[src/rtl/core/arfc_pkg.sv]
package arfc_pkg;

  typedef enum logic [1:0] {
    CMD_BYTE    = 2'd0,
    CMD_END     = 2'd1,
    CMD_TIMEOUT = 2'd2,
    CMD_NONE    = 2'd3
  } cmd_t;

  typedef enum logic [1:0] {
    ST_OK        = 2'd0,
    ST_EMPTY     = 2'd1,
    ST_FRAME_ERR = 2'd2,
    ST_CSUM_ERR  = 2'd3
  } status_t;

  localparam logic [7:0]  CH_START    = 8'h40;
  localparam logic [7:0]  CH_STAR     = 8'h2A;
  localparam logic [7:0]  CH_CR       = 8'h0D;
  localparam logic [7:0]  CH_ZERO     = 8'h30;
  localparam logic [7:0]  CH_NINE     = 8'h39;
  localparam logic [15:0] CMD_MB      = 16'h4D42;
  localparam logic [14:0] LIMIT_RESET = 15'd40;
  localparam logic [13:0] COUNT_MAX   = 14'd10000;
  localparam logic [7:0]  BYTE_CNT_MAX = 8'd255;
  localparam logic [7:0]  MIN_FRAME   = 8'd5;
  localparam int          NUM_DIGITS  = 15;
  localparam int          DIGIT_FIRST = 5;
  localparam int          FIFO_DEPTH  = 2;
  localparam int          LIMIT_W     = 15;
  localparam int          COUNT_W     = 14;

  typedef logic [3:0] digit_t;

  // One closed frame or timeout, handed from the front to the back.
  typedef struct packed {
    logic                         is_timeout;
    status_t                      status;
    logic                         fields_valid;
    digit_t [NUM_DIGITS-1:0]      digits;
  } evt_t;

  function automatic logic [7:0] hex_char(input logic [3:0] v);
    logic [7:0] c;
    if (v >= 4'd10) begin
      c = 8'h41 + {4'd0, v} - 8'd10;
    end else begin
      c = CH_ZERO + {4'd0, v};
    end
    return c;
  endfunction

endpackage

[src/rtl/core/arfc_back.sv]
module arfc_back (
  input  logic                          clk,
  input  logic                          rst_n,
  input  logic                          cfg_valid,
  input  logic [arfc_pkg::LIMIT_W-1:0]  cfg_data,
  input  logic                          evt_valid,
  input  arfc_pkg::evt_t                evt,
  output logic                          pop,
  output logic                          out_tvalid,
  input  logic                          out_tready,
  output logic [1:0]                    status,
  output logic                          fields_valid,
  output logic [6:0]                    comm_fault_code,
  output logic [3:0]                    power_is_on,
  output logic [3:0]                    cc_or_cv,
  output logic [3:0]                    auto_or_manual,
  output logic [6:0]                    local_fault_code,
  output logic [13:0]                   actual_current,
  output logic [13:0]                   actual_voltage,
  output logic [13:0]                   timeout_total,
  output logic [13:0]                   error_total,
  output logic                          over_limit
);
  import arfc_pkg::*;

  logic [LIMIT_W-1:0] limit_r;
  logic [COUNT_W-1:0] to_cnt_r,  to_cnt_nxt;
  logic [COUNT_W-1:0] err_cnt_r, err_cnt_nxt;
  logic               out_valid_r;
  logic [LIMIT_W-1:0] sum;

  logic [1:0]  status_r;
  logic        fv_r;
  logic [6:0]  comm_r,  comm_nxt;
  logic [3:0]  power_r, cc_r, auto_r;
  logic [6:0]  local_r, local_nxt;
  logic [13:0] cur_r,   cur_nxt;
  logic [13:0] volt_r,  volt_nxt;
  logic        over_r;

  digit_t [NUM_DIGITS-1:0] d;

  assign d   = evt.digits;
  assign pop = evt_valid && (!out_valid_r || out_tready);

  always_comb begin
    to_cnt_nxt  = to_cnt_r;
    err_cnt_nxt = err_cnt_r;
    if (evt.is_timeout) begin
      if (to_cnt_r < COUNT_MAX) to_cnt_nxt = to_cnt_r + 1'b1;
    end else begin
      unique case (evt.status)
        ST_OK: begin
          to_cnt_nxt  = '0;
          err_cnt_nxt = '0;
        end
        ST_FRAME_ERR, ST_CSUM_ERR: begin
          if (err_cnt_r < COUNT_MAX) err_cnt_nxt = err_cnt_r + 1'b1;
        end
        default: begin
        end
      endcase
    end
  end

  assign sum = {1'b0, to_cnt_nxt} + {1'b0, err_cnt_nxt};

  always_comb begin
    comm_nxt  = 7'(d[0]) * 7'd10 + 7'(d[1]);
    local_nxt = 7'(d[5]) * 7'd10 + 7'(d[6]);
    cur_nxt   = 14'(d[7]) * 14'd1000 + 14'(d[8]) * 14'd100 + 14'(d[9]) * 14'd10
              + 14'(d[10]);
    volt_nxt  = 14'(d[11]) * 14'd1000 + 14'(d[12]) * 14'd100 + 14'(d[13]) * 14'd10
              + 14'(d[14]);
  end

  always_ff @(posedge clk) begin
    if (!rst_n) begin
      limit_r     <= LIMIT_RESET;
      to_cnt_r    <= '0;
      err_cnt_r   <= '0;
      out_valid_r <= 1'b0;
    end else begin
      if (cfg_valid) limit_r <= cfg_data;
      if (pop) begin
        to_cnt_r  <= to_cnt_nxt;
        err_cnt_r <= err_cnt_nxt;
      end
      if (pop) begin
        out_valid_r <= 1'b1;
      end else if (out_tready) begin
        out_valid_r <= 1'b0;
      end
    end
  end

  // Hold the result word until taken; zero the decoded fields when not valid.
  always_ff @(posedge clk) begin
    if (pop) begin
      status_r <= evt.status;
      fv_r     <= evt.fields_valid;
      comm_r   <= evt.fields_valid ? comm_nxt  : '0;
      power_r  <= evt.fields_valid ? d[2]      : '0;
      cc_r     <= evt.fields_valid ? d[3]      : '0;
      auto_r   <= evt.fields_valid ? d[4]      : '0;
      local_r  <= evt.fields_valid ? local_nxt : '0;
      cur_r    <= evt.fields_valid ? cur_nxt   : '0;
      volt_r   <= evt.fields_valid ? volt_nxt  : '0;
      over_r   <= (sum > limit_r);
    end
  end

  assign out_tvalid       = out_valid_r;
  assign status           = status_r;
  assign fields_valid     = fv_r;
  assign comm_fault_code  = comm_r;
  assign power_is_on      = power_r;
  assign cc_or_cv         = cc_r;
  assign auto_or_manual   = auto_r;
  assign local_fault_code = local_r;
  assign actual_current   = cur_r;
  assign actual_voltage   = volt_r;
  assign timeout_total    = to_cnt_r;
  assign error_total      = err_cnt_r;
  assign over_limit       = over_r;

endmodule

[config.mk]
export PLATFORM = sky130hd
export DESIGN_NAME = arfc_back
export DESIGN_NICKNAME = d
export VERILOG_FILES = /design/src/rtl/core/arfc_pkg.sv /design/src/rtl/core/arfc_back.sv
export SDC_FILE = /design/constraint.sdc
export NUM_CORES = 1
export LEC_CHECK = 0
export ABC_AREA = 0
export BUFFER_PORTS_ARGS = -buffer_cell sky130_fd_sc_hd__buf_2
export CAP_MARGIN = 20
export CORE_MARGIN = 1.5
export CORE_UTILIZATION = 56
export CTS_BUF_LIST = sky130_fd_sc_hd__clkbuf_4
export CTS_CLUSTER_DIAMETER = 120
export DETAILED_ROUTE_END_ITERATION = 8
export PLACE_DENSITY = 0.85
export SLEW_MARGIN = 0
export SYNTH_ARGS = -nofsm -noshare
export SYNTH_HDL_FRONTEND = slang
export SYNTH_SLANG_ARGS = --single-unit
[constraint.sdc]
create_clock -name clk -period 14.3 [get_ports clk]
set_clock_uncertainty 0.1 [all_clocks]
set_input_delay 2.86 -clock clk [delete_from_list [all_inputs] [get_ports clk]]
set_output_delay 2.86 -clock clk [all_outputs]
set_load 0.01 [all_outputs]
# Word level (Yosys, flattened, before mapping)

Cells that the tools add are included.

Input bits: 84
Register bits: 102

Eq/ne operators: 2
Multiplexer cells: 8
Order comparisons: 3
$add $sub $neg: 11
Reduce and logical (&&, ||, !) cells: 6
Multiply operators: 8

Operator list:

| operator                                                            | count |
|---|---|
| 14-bit two-way mux                                                  | 5 |
| 14-bit by 1-bit adder with 14-bit output, second input constant     | 2 |
| 14-bit by 11-bit adder with 14-bit output                           | 2 |
| 14-bit by 4-bit adder with 14-bit output                            | 2 |
| 14-bit by 8-bit adder with 14-bit output                            | 2 |
| 14-bit less-than comparator, second input constant                  | 2 |
| 14-bit case mux with 2 select lines                                 | 1 |
| 4-bit by 7-bit multiplier with 11-bit output, second input constant | 2 |
| 4-bit by 5-bit multiplier with 9-bit output, second input constant  | 2 |
| 14-bit by 14-bit adder with 15-bit output                           | 1 |
| 15-bit greater-than comparator                                      | 1 |
| 7-bit by 4-bit adder with 7-bit output                              | 2 |
| 4-bit by 3-bit multiplier with 7-bit output, second input constant  | 2 |
| 4-bit by 3-bit multiplier with 6-bit output, second input constant  | 2 |
| 2-bit == test, second input constant                                | 2 |
| 2-bit zero test                                                     | 1 |
| 1-bit two-way mux                                                   | 2 |
| 2-bit nonzero test                                                  | 1 |
| 2-bit OR reduction                                                  | 1 |
| 1-bit logical AND                                                   | 1 |
| 1-bit zero test                                                     | 1 |
| 1-bit logical OR                                                    | 1 |

# Longest topological paths before layout

Gate-level depths: netlist of run 1.

Word-level depth: 6
Mapped depth: 23
Mapped depth without buffers: 22

# Worst setup path before layout of run 1

Ideal clock, no wire load.

Path type: input -> output
Start point: input out_tready
End point: output pop
Buffers on the path: 1
Setup slack: 6.302 ns
Stages on the path: 4
Data required time: 11.340 ns
Arrival: 5.038 ns
Path through: nand2b_1 -> nand2_1 -> inv_1 -> clkbuf_1

Longest elaborated chain between the ends: 2

RTL lines:

| element           | line            | text |
|---|---|---|
| from (decl)       | arfc_back.sv:10 | `input logic out_tready,` |
| 1-bit logical OR  | arfc_back.sv:44 | `assign pop = evt_valid && (!out_valid_r \|\| out_tready);` |
| 1-bit logical AND | arfc_back.sv:44 |  |
| to (decl)         | arfc_back.sv:8  | `output logic pop,` |

No other way between the ends.

# Worst setup path after layout of run 1

Ends and elaborated chain as after synthesis.

==> results of run 1 <==
-- through the flow --
stage	setup slack [ns]	hold WS, ns	power [mW]	util (%)	instance area, um2
3_3_place_gp	7.10	0.373	0.892	63.9	10100
5_1_grt	7.08	0.435	1.18	65.0	10300
2_1_floorplan	6.30	0.360	0.775	-	9070
4_1_cts	7.20	0.406	1.11	65.0	10300
3_5_place_dp	6.94	0.382	0.915	63.9	10100
6_report	7.15	0.405	1.10	65.0	10300
-- final cells by class --
cell class,instances,area (um2),share of cell area (%)
Clock inverter,7,113,1.09
Timing Repair Buffer,175,886,8.61
Clock buffer,9,67.6,0.656
Tap cell,216,270,2.63
Sequential cell,102,2620,25.5
Inverter,111,417,4.05
Multi-Input combinational cell,726,5920,57.5
-- cells in the mapped netlist, drive strengths merged (22+ instances only) --
library cell	instances	share of area [%]
and2	27	1.9
dfxtp	44	9.7
o21ai	55	3.0
xor2	28	2.7
nand2	50	2.1
clkbuf	27	1.1
edfxtp	58	19
fa	39	8.6
nor2	74	3.1
inv	110	4.6
xnor2	24	2.3
a21oi	62	3.5
ha	147	20
nand3	22	1.2
-- flip-flops by register name, summed over array words and instances (netlist names), 7 cells and up --
register,flops
limit_r,15
actual_current,14
actual_voltage,14
error_total,14
timeout_total,14
comm_fault_code,7
local_fault_code,7
-- cells by family (layout without fill, tap and decap cells) --
logic type	Yosys count	in the layout	synth area share [%]
xor gates and xnor gates	53	53	5.28
adders and majority gates	186	186	28.9
buffers and inverters	141	302	5.93
and+or+nand+nor	267	267	14.7
muxes	22	22	2.44
DFF	102	102	28.9
AOI/OAI and AO/OA	198	198	13.8
-- routing by layer --
| layer | vias to the layer above | part of all wire, % | track usage (%) |
|---|---|---|---|
| li1 | 3700 | - | - |
| met1 | 3533 | 40 | 28.8 |
| met2 | 222 | 50 | 44.7 |
| met3 | 36 | 7.4 | 8.08 |
| met4 | 0 | 2.4 | 8.82 |
| met5 | - | 0 | 0 |
-- power breakdown --
group	switching (mW)	internal [mW]	leakage, nW
logic	0.301	0.242	4.03
registers	0.00967	0.358	0.936
clock network	0.102	0.0874	0.0919
-- final timing paths --
| check | startpoint | endpoint | cells past startpoint |
|---|---|---|---|
| hold / removal | limit_r[3] | limit_r[3] | 2 |
| setup reg to reg | timeout_total[5] | over_limit | 20 |
| hold reg to reg | limit_r[3] | limit_r[3] | 2 |
| setup / recovery | out_tready | pop | 5 |
-- worst min-delay path, stage by stage, from the launching register on --
cell and delay [ns]:
dfxtp_1 0.33, inv_1 0.07, o211ai_1 0.08
==> impl_metrics.ini, run 1 <==
[drt]
initialDrtViolationCount = 447
postRouteAntennaNets = 0
drt_wl_total_um = 21200
drcViolationCount = 0
post_drt_wl_per_cell_um = 15.8
viasPerCell = 5.57
first_pass_iters = 5
vias = 7491

[global_route]
grt-ovfl-total = 0
grt_antenna_before_repair = 0
grt_pass1_wl_um = 33600
grt_max_degree = 72
gr-usage-all-layers_pct = 25.3
grt_pass1_vias = 7300

[worst_setup_path]
arrival_ns = 4.19
cp_slowest_cell = nand2_1
slowest_delay_ns = 0.73
reg2reg_setup_slack_ns = 9.10
crit_path_start_kind = input port
crit_type = in -> out
crit_family = simple AND/OR/NAND/NOR gates
end_kind = primary output
cp_cell_sequence = buf_2 -> nand2b_1 -> nand2_1 -> inv_2 -> buf_2
path_common_cell = buf_2
required_ns = 11.34
path_buf_inv = 3
cp_max_fo = 32

[pwr]
ir_worst_vdd_mv = 0.106
power_density_nw_per_um2 = 107
power_leakage_nw = 5.06

[clock_tree]
cts_setup_buffers = 0
ctsResizeCount = 0
cts-hold-fix-buffers = 0
numCtsBuffers = 9
htree_levels = 3
clockBufferDepth = 2
cts_tree = built
path_clk_slew_ns = 0.14
cts-root-buf = clkbuf_4
clk_latency_ns = 0.49
numClockSinks = 102

[placement]
routabilityCongestion = 0.923
dp_cells = 1330
io_buffer_count = 171
dpl.hpwl_um = 16900

[logic_synthesis]
ys_warn_count = 0
syn_inst = 969
ys_ff_latch = 102
synth-seq-area-share_pct = 28.9
async_flop_share_pct = 0
synth_nets = 1239
yosys_most_used_dff = edfxtp_1
synth.distinct_cells = 63
synth-edff-count = 58
avgSynthCellArea_um2 = 9.36
synth_area_um2 = 9070

[final_layout]
final_common_cell = buf_2
area_delta_synth_final_pct = 13.5
drive_above_1_share_pct = 18.1
fin_nets = 1395
layout.cells.non_filler = 1346
mostFrequentLayoutCells = 171 x buf_2, 147 x ha_1, 109 x inv_1
nFillCells = 1275
antenna_cells = 0

[timing]
tightest_slew_ns = 0.998
finalMaxSlewViolations = 0
hold_viol_final = 0
setup_violations = 0
fin_crit_sh_pct = 50.0
period_minus_slack_ns = 7.15
fmax_mhz = 140
rsz0062_at_grt = false
finalSetupTns_ns = 0
max_slew_margin_pct = 33.3

[die]
rows = 46
die_h_um = 130
start_util_pct = 57.3
core-area_um2 = 15800
pin_count = 172
die_w_um = 130
die_area_um2 = 17000

[run_status]
status = completed

[hold_path]
hold_path.class = reg -> reg

[run]
drv_cap = 0
No activity file was read; power rests on OpenSTA's default activity.
==> run 2, diff against run 1 <==
- CORE_UTILIZATION: 56 -> 53
- PLACE_DENSITY: 0.85 -> 0.84
- clock period: 14.3 -> 6.4 ns (I/O delays scaled with it)
==> run 2 against run 1 <==
Net effect: clock-buffer cell count grew 2; sequential cell count unchanged; clock power up 81%; sequential share of layout area about the same; cell count grew 0.59%; largest cell class unchanged; total power grew 120%; global-route usage shrank 1.5 points; critical endpoint is now actual_voltage[13].
==> impl_metrics.ini, run 2 (same netlist as run 1, synthesis figures left out) <==
[drt]
viasPerCell = 5.56
first_pass_iters = 5
postRouteAntennaNets = 0
initialDrtViolationCount = 382
vias = 7533
drcViolationCount = 0
drt_wl_total_um = 21000
post_drt_wl_per_cell_um = 15.5

[clock_tree]
path_clk_slew_ns = 0.16
cts-root-buf = clkbuf_4
clk_latency_ns = 0.48
ctsResizeCount = 0
cts-hold-fix-buffers = 0
cts_tree = built
htree_levels = 3
numCtsBuffers = 9
cts_setup_buffers = 0
numClockSinks = 102
clockBufferDepth = 2

[die]
pin_count = 172
core-area_um2 = 16600
rows = 47
die_w_um = 134
die_h_um = 134
die_area_um2 = 17900
start_util_pct = 54.5

[worst_setup_path]
r2r-start = timeout_total[5]
arrival_ns = 5.57
cp_max_fo = 5
critPathLaunch = evt[45]
required_ns = 6.63
end_kind = flop
crit_type = in -> reg
crit_path_start_kind = input port

[final_layout]
mostFrequentLayoutCells = 171 x buf_2, 147 x ha_1, 109 x inv_1
fin_nets = 1399
area_delta_synth_final_pct = 13.4
layout.cells.non_filler = 1354
nFillCells = 1357
drive_above_1_share_pct = 18.3
antenna_cells = 0
largest_reg_flops = 15
top_register = limit_r
final_common_cell = buf_2
fin_area_um2 = 10300

[timing]
setup_violations = 0
hold_viol_final = 0
finalSetupTns_ns = 0
fin_crit_sh_pct = 83.4
tightest_slew_ns = 0.799
max_slew_margin_pct = 46.4
whs_ns = 0.408
period_minus_slack_ns = 5.34
finalMaxSlewViolations = 0
rsz0062_at_grt = false
fmax_mhz = 187

[global_route]
gr-usage-all-layers_pct = 23.9
grt_pass1_vias = 7512
grt-ovfl-total = 0
grt_pass1_wl_um = 34300
grt_antenna_before_repair = 1
grt_max_degree = 47

[pwr]
power_leakage_nw = 5.05
p_clk_share_pct = 14.5
ir_worst_vdd_mv = 0.244
p_sw_mw = 0.904
power_density_nw_per_um2 = 231
p_comb_share_pct = 50.8
seq_power_share_pct = 34.8
swShare_pct = 38.2
cell_internal_pwr_mw = 1.47

[placement]
io_buffer_count = 171
dpl.hpwl_um = 17000
routabilityCongestion = 0.899
placed_area_um2 = 10100
dp_cells = 1338

[run_status]
status = completed

[run]
drv_cap = 0

[hold_path]
hp-start = limit_r[5]
hold_path.class = reg -> reg
## run 2: cell count changes in the layout (fill, tap and decap cells not counted), sizes merged
cell,previous run,this run
buf,175,179
bufinv,3,1
clkbuf,9,11
clkinv,3,4
clkinvlp,2,1
## run 2: layout make-up
type / instances / area (um2) / share of cell area (%)
tap: 220 / 275 / 2.68
inverter: 111 / 417 / 4.05
timing repair buffer: 179 / 916 / 8.91
sequential: 102 / 2620 / 25.5
clock inverter: 5 / 50.0 / 0.487
multi-input combinational: 726 / 5920 / 57.6
clock buffer: 11 / 82.6 / 0.803
## run 2: metrics by stage
step	worst slack [ns]	power, mW	util [%]
after CTS	1.15	2.39	61.8
after global routing	0.837	2.58	61.8
after detailed placement	0.607	2.04	61.0
after floorplan	1.06	1.73	-
final	1.06	2.37	61.8
after global placement	0.753	2.00	61.0
## run 2: critical path: stages
cell and delay, ns:
buf_2 0.14, fa_1 0.67, inv_1 0.10, fa_1 0.51, inv_1 0.04, ha_1 0.34, nor2b_1 0.17, o21ai_0 0.20
and3_1 0.18, nor2_1 0.04, ha_1 0.30, ha_1 0.30, ha_1 0.22, nor4_1 0.44, o31ai_1 0.17, xor3_1 0.37
nor2_1 0.10
## run 2: power groups by stage
stage                     Combinational [mW]  Sequential [mW]  Clock, mW
after CTS                               1.21            0.825      0.353
after global routing                    1.37            0.831      0.374
after detailed placement                1.20            0.838          0
after global placement                  1.16            0.837          0
final                                   1.20            0.824      0.343
after floorplan                        0.859            0.874          0
## run 2: final timing paths
kind / endpoint / slack (ns) / cells after the start
setup reg to reg: over_limit / 1.21 / 20
hold reg to reg: limit_r[5] / 0.41 / 2
hold / removal: limit_r[5] / 0.41 / 2
setup / recovery: actual_voltage[13] / 1.06 / 17
## run 2: routing by layer
layer | track usage, % | part of all wire, %
met5 | 0 | 0.062
met1 | 27.0 | 40
met3 | 6.84 | 7.6
met2 | 42.2 | 49
met4 | 9.84 | 3.2
==> run 3, diff against run 2 <==
- clock period: 6.4 -> 4.85 ns (I/O delays scaled with it)
==> run 3 against run 2 <==
Net effect: design area is 9.0% higher; largest cell class unchanged; sequential power is 31% higher; utilization is 5.6 points higher.
==> impl_metrics.ini, run 3 (same netlist as run 1, synthesis figures left out) <==
[timing]
fmax_mhz = 213
fin_crit_sh_pct = 96.8
tightest_slew_ns = 0.665
period_minus_slack_ns = 4.70
finalMaxSlewViolations = 0
max_slew_margin_pct = 55.7
hold_viol_final = 0
fin_ws_ns = 0.154
rsz0062_at_grt = true
finalSetupTns_ns = 0
setup_violations = 0

[placement]
dpl.hpwl_um = 18800
placed_area_um2 = 10900
routabilityCongestion = 0.933
dp_slack_ns = -0.281
io_buffer_count = 171

[global_route]
grt_antenna_before_repair = 0
gr-usage-all-layers_pct = 26.5
grt_use_met1_pct = 29.7
grt-busiest-layer = met2
grt_pass1_vias = 8185
grt-ovfl-total = 0
use_met3_pct = 7.94
grt_max_degree = 50
grt_use_met2_pct = 49.1
grt_pass1_wl_um = 38300

[hold_path]
hold_path.class = reg -> reg
hp-start = limit_r[9]

[final_layout]
mostFrequentLayoutCells = 171 x buf_2, 145 x ha_1, 109 x inv_1
drive_above_1_share_pct = 27.2
regArea_um2 = 2630
antenna_cells = 0
final_common_cell = buf_2
fin_nets = 1501
largest_reg_flops = 15
top_register = limit_r
fin_area_um2 = 11200
area_delta_synth_final_pct = 23.6
nFillCells = 1247
multi_input_area_um2 = 6040

[run]
drv_cap = 0

[drt]
postRouteAntennaNets = 0
post_drt_wl_per_cell_um = 16.2
viasPerCell = 5.50
drcViolationCount = 0
drt_wl_total_um = 23600
first_pass_iters = 5
vias = 8001
initialDrtViolationCount = 484

[worst_setup_path]
r2r-start = timeout_total[6]
cp_max_fo = 5
crit_type = reg -> reg
crit_path_start_kind = flop
required_ns = 5.00
end_kind = flop
critPathLaunch = timeout_total[6]
arrival_ns = 4.84

[pwr]
ir_worst_vdd_mv = 0.403
swShare_pct = 37.5
seq_power_share_pct = 30.5
p_sw_mw = 1.33
power_leakage_nw = 5.63
p_clk_share_pct = 14.5
cell_internal_pwr_mw = 2.22
power_density_nw_per_um2 = 317
p_comb_share_pct = 55.0

[die]
die_w_um = 134
pin_count = 172
rows = 47
start_util_pct = 54.5
die_area_um2 = 17900
core-area_um2 = 16600
die_h_um = 134

[clock_tree]
cts_tree = built
numCtsBuffers = 9
htree_levels = 3
path_clk_slew_ns = 0.16
numClockSinks = 102
clockBufferDepth = 2
cts-root-buf = clkbuf_4
cts-hold-fix-buffers = 0
clk_latency_ns = 0.49

[run_status]
status = completed
-- run 3: cell types whose count changed in the layout (fill, tap and decap cells not counted), moves of 3 or more --
cell,change
a21oi_1,-4
o21ai_0,-12
o21ai_1,+10
buf_4,+100
a21oi_2,+3
fa_1,-3
fa_2,+3
-- run 3: power groups by stage --
stage | registers [mW] | logic [mW] | clock network (mW)
after global routing | 1.09 | 2.18 | 0.547
final | 1.08 | 1.95 | 0.513
after floorplan | 1.15 | 1.17 | 0
after global placement | 1.10 | 1.83 | 0
after detailed placement | 1.10 | 1.92 | 0
after CTS | 1.08 | 1.94 | 0.523
-- run 3: final cells by class --
class                   count  area share, %
clock inverters             5          0.658
flip-flops and latches    102           23.4
clock buffers              11          0.737
inverters                 111           3.72
well taps                 220           2.46
multi-input cells         726           53.9
repair buffers            281           15.1
-- run 3: through the flow --
stage	utilization, %	hold slack (ns)	std cells	power (mW)
2_1_floorplan	-	0.360	969	2.32
3_3_place_gp	65.8	0.378	1437	2.92
3_5_place_dp	65.8	0.386	1437	3.03
4_1_cts	66.7	0.415	1453	3.55
5_1_grt	67.4	0.438	1456	3.82
6_report	67.4	0.410	1456	3.55
-- run 3: final timing paths --
check | end | cells past startpoint | slack [ns]
setup / recovery | over_limit | 19 | 0.15
hold reg to reg | limit_r[9] | 2 | 0.41
hold / removal | limit_r[9] | 2 | 0.41
setup reg to reg | over_limit | 19 | 0.15
-- run 3: worst max-delay path: stages, from the launching register on --
cell      delay [ns]
dfxtp_2         0.35
or4_4           0.53
a211o_4         0.38
a211oi_4        0.35
nand4_1         0.21
mux2i_1         0.19
buf_4           0.14
ha_1            0.33
a21oi_1         0.28
nand2_1         0.08
o211ai_1        0.22
a211o_1         0.21
o21ai_1         0.11
ha_1            0.32
nand4_1         0.13
nor2_2          0.16
nand2_2         0.09
buf_6           0.12
nor3_4          0.09
a21oi_1         0.05
-- run 3: routing by layer --
metal  wire length (um)  vias up
met3               1540       39
li1                   -     3905
met5                  0        -
met2              12200      224
met1               9440     3833
met4                447        0
-- run 3: repair_timing --
| action | in CTS | in global routing |
|---|---|---|
| pin swaps | 2 | 28 |
| buffers inserted | 0 | 3 |
| cloned | 0 | 0 |
| endpoints found under the setup margin | 1 | 2 |
| gates resized for setup | 3 | 31 |
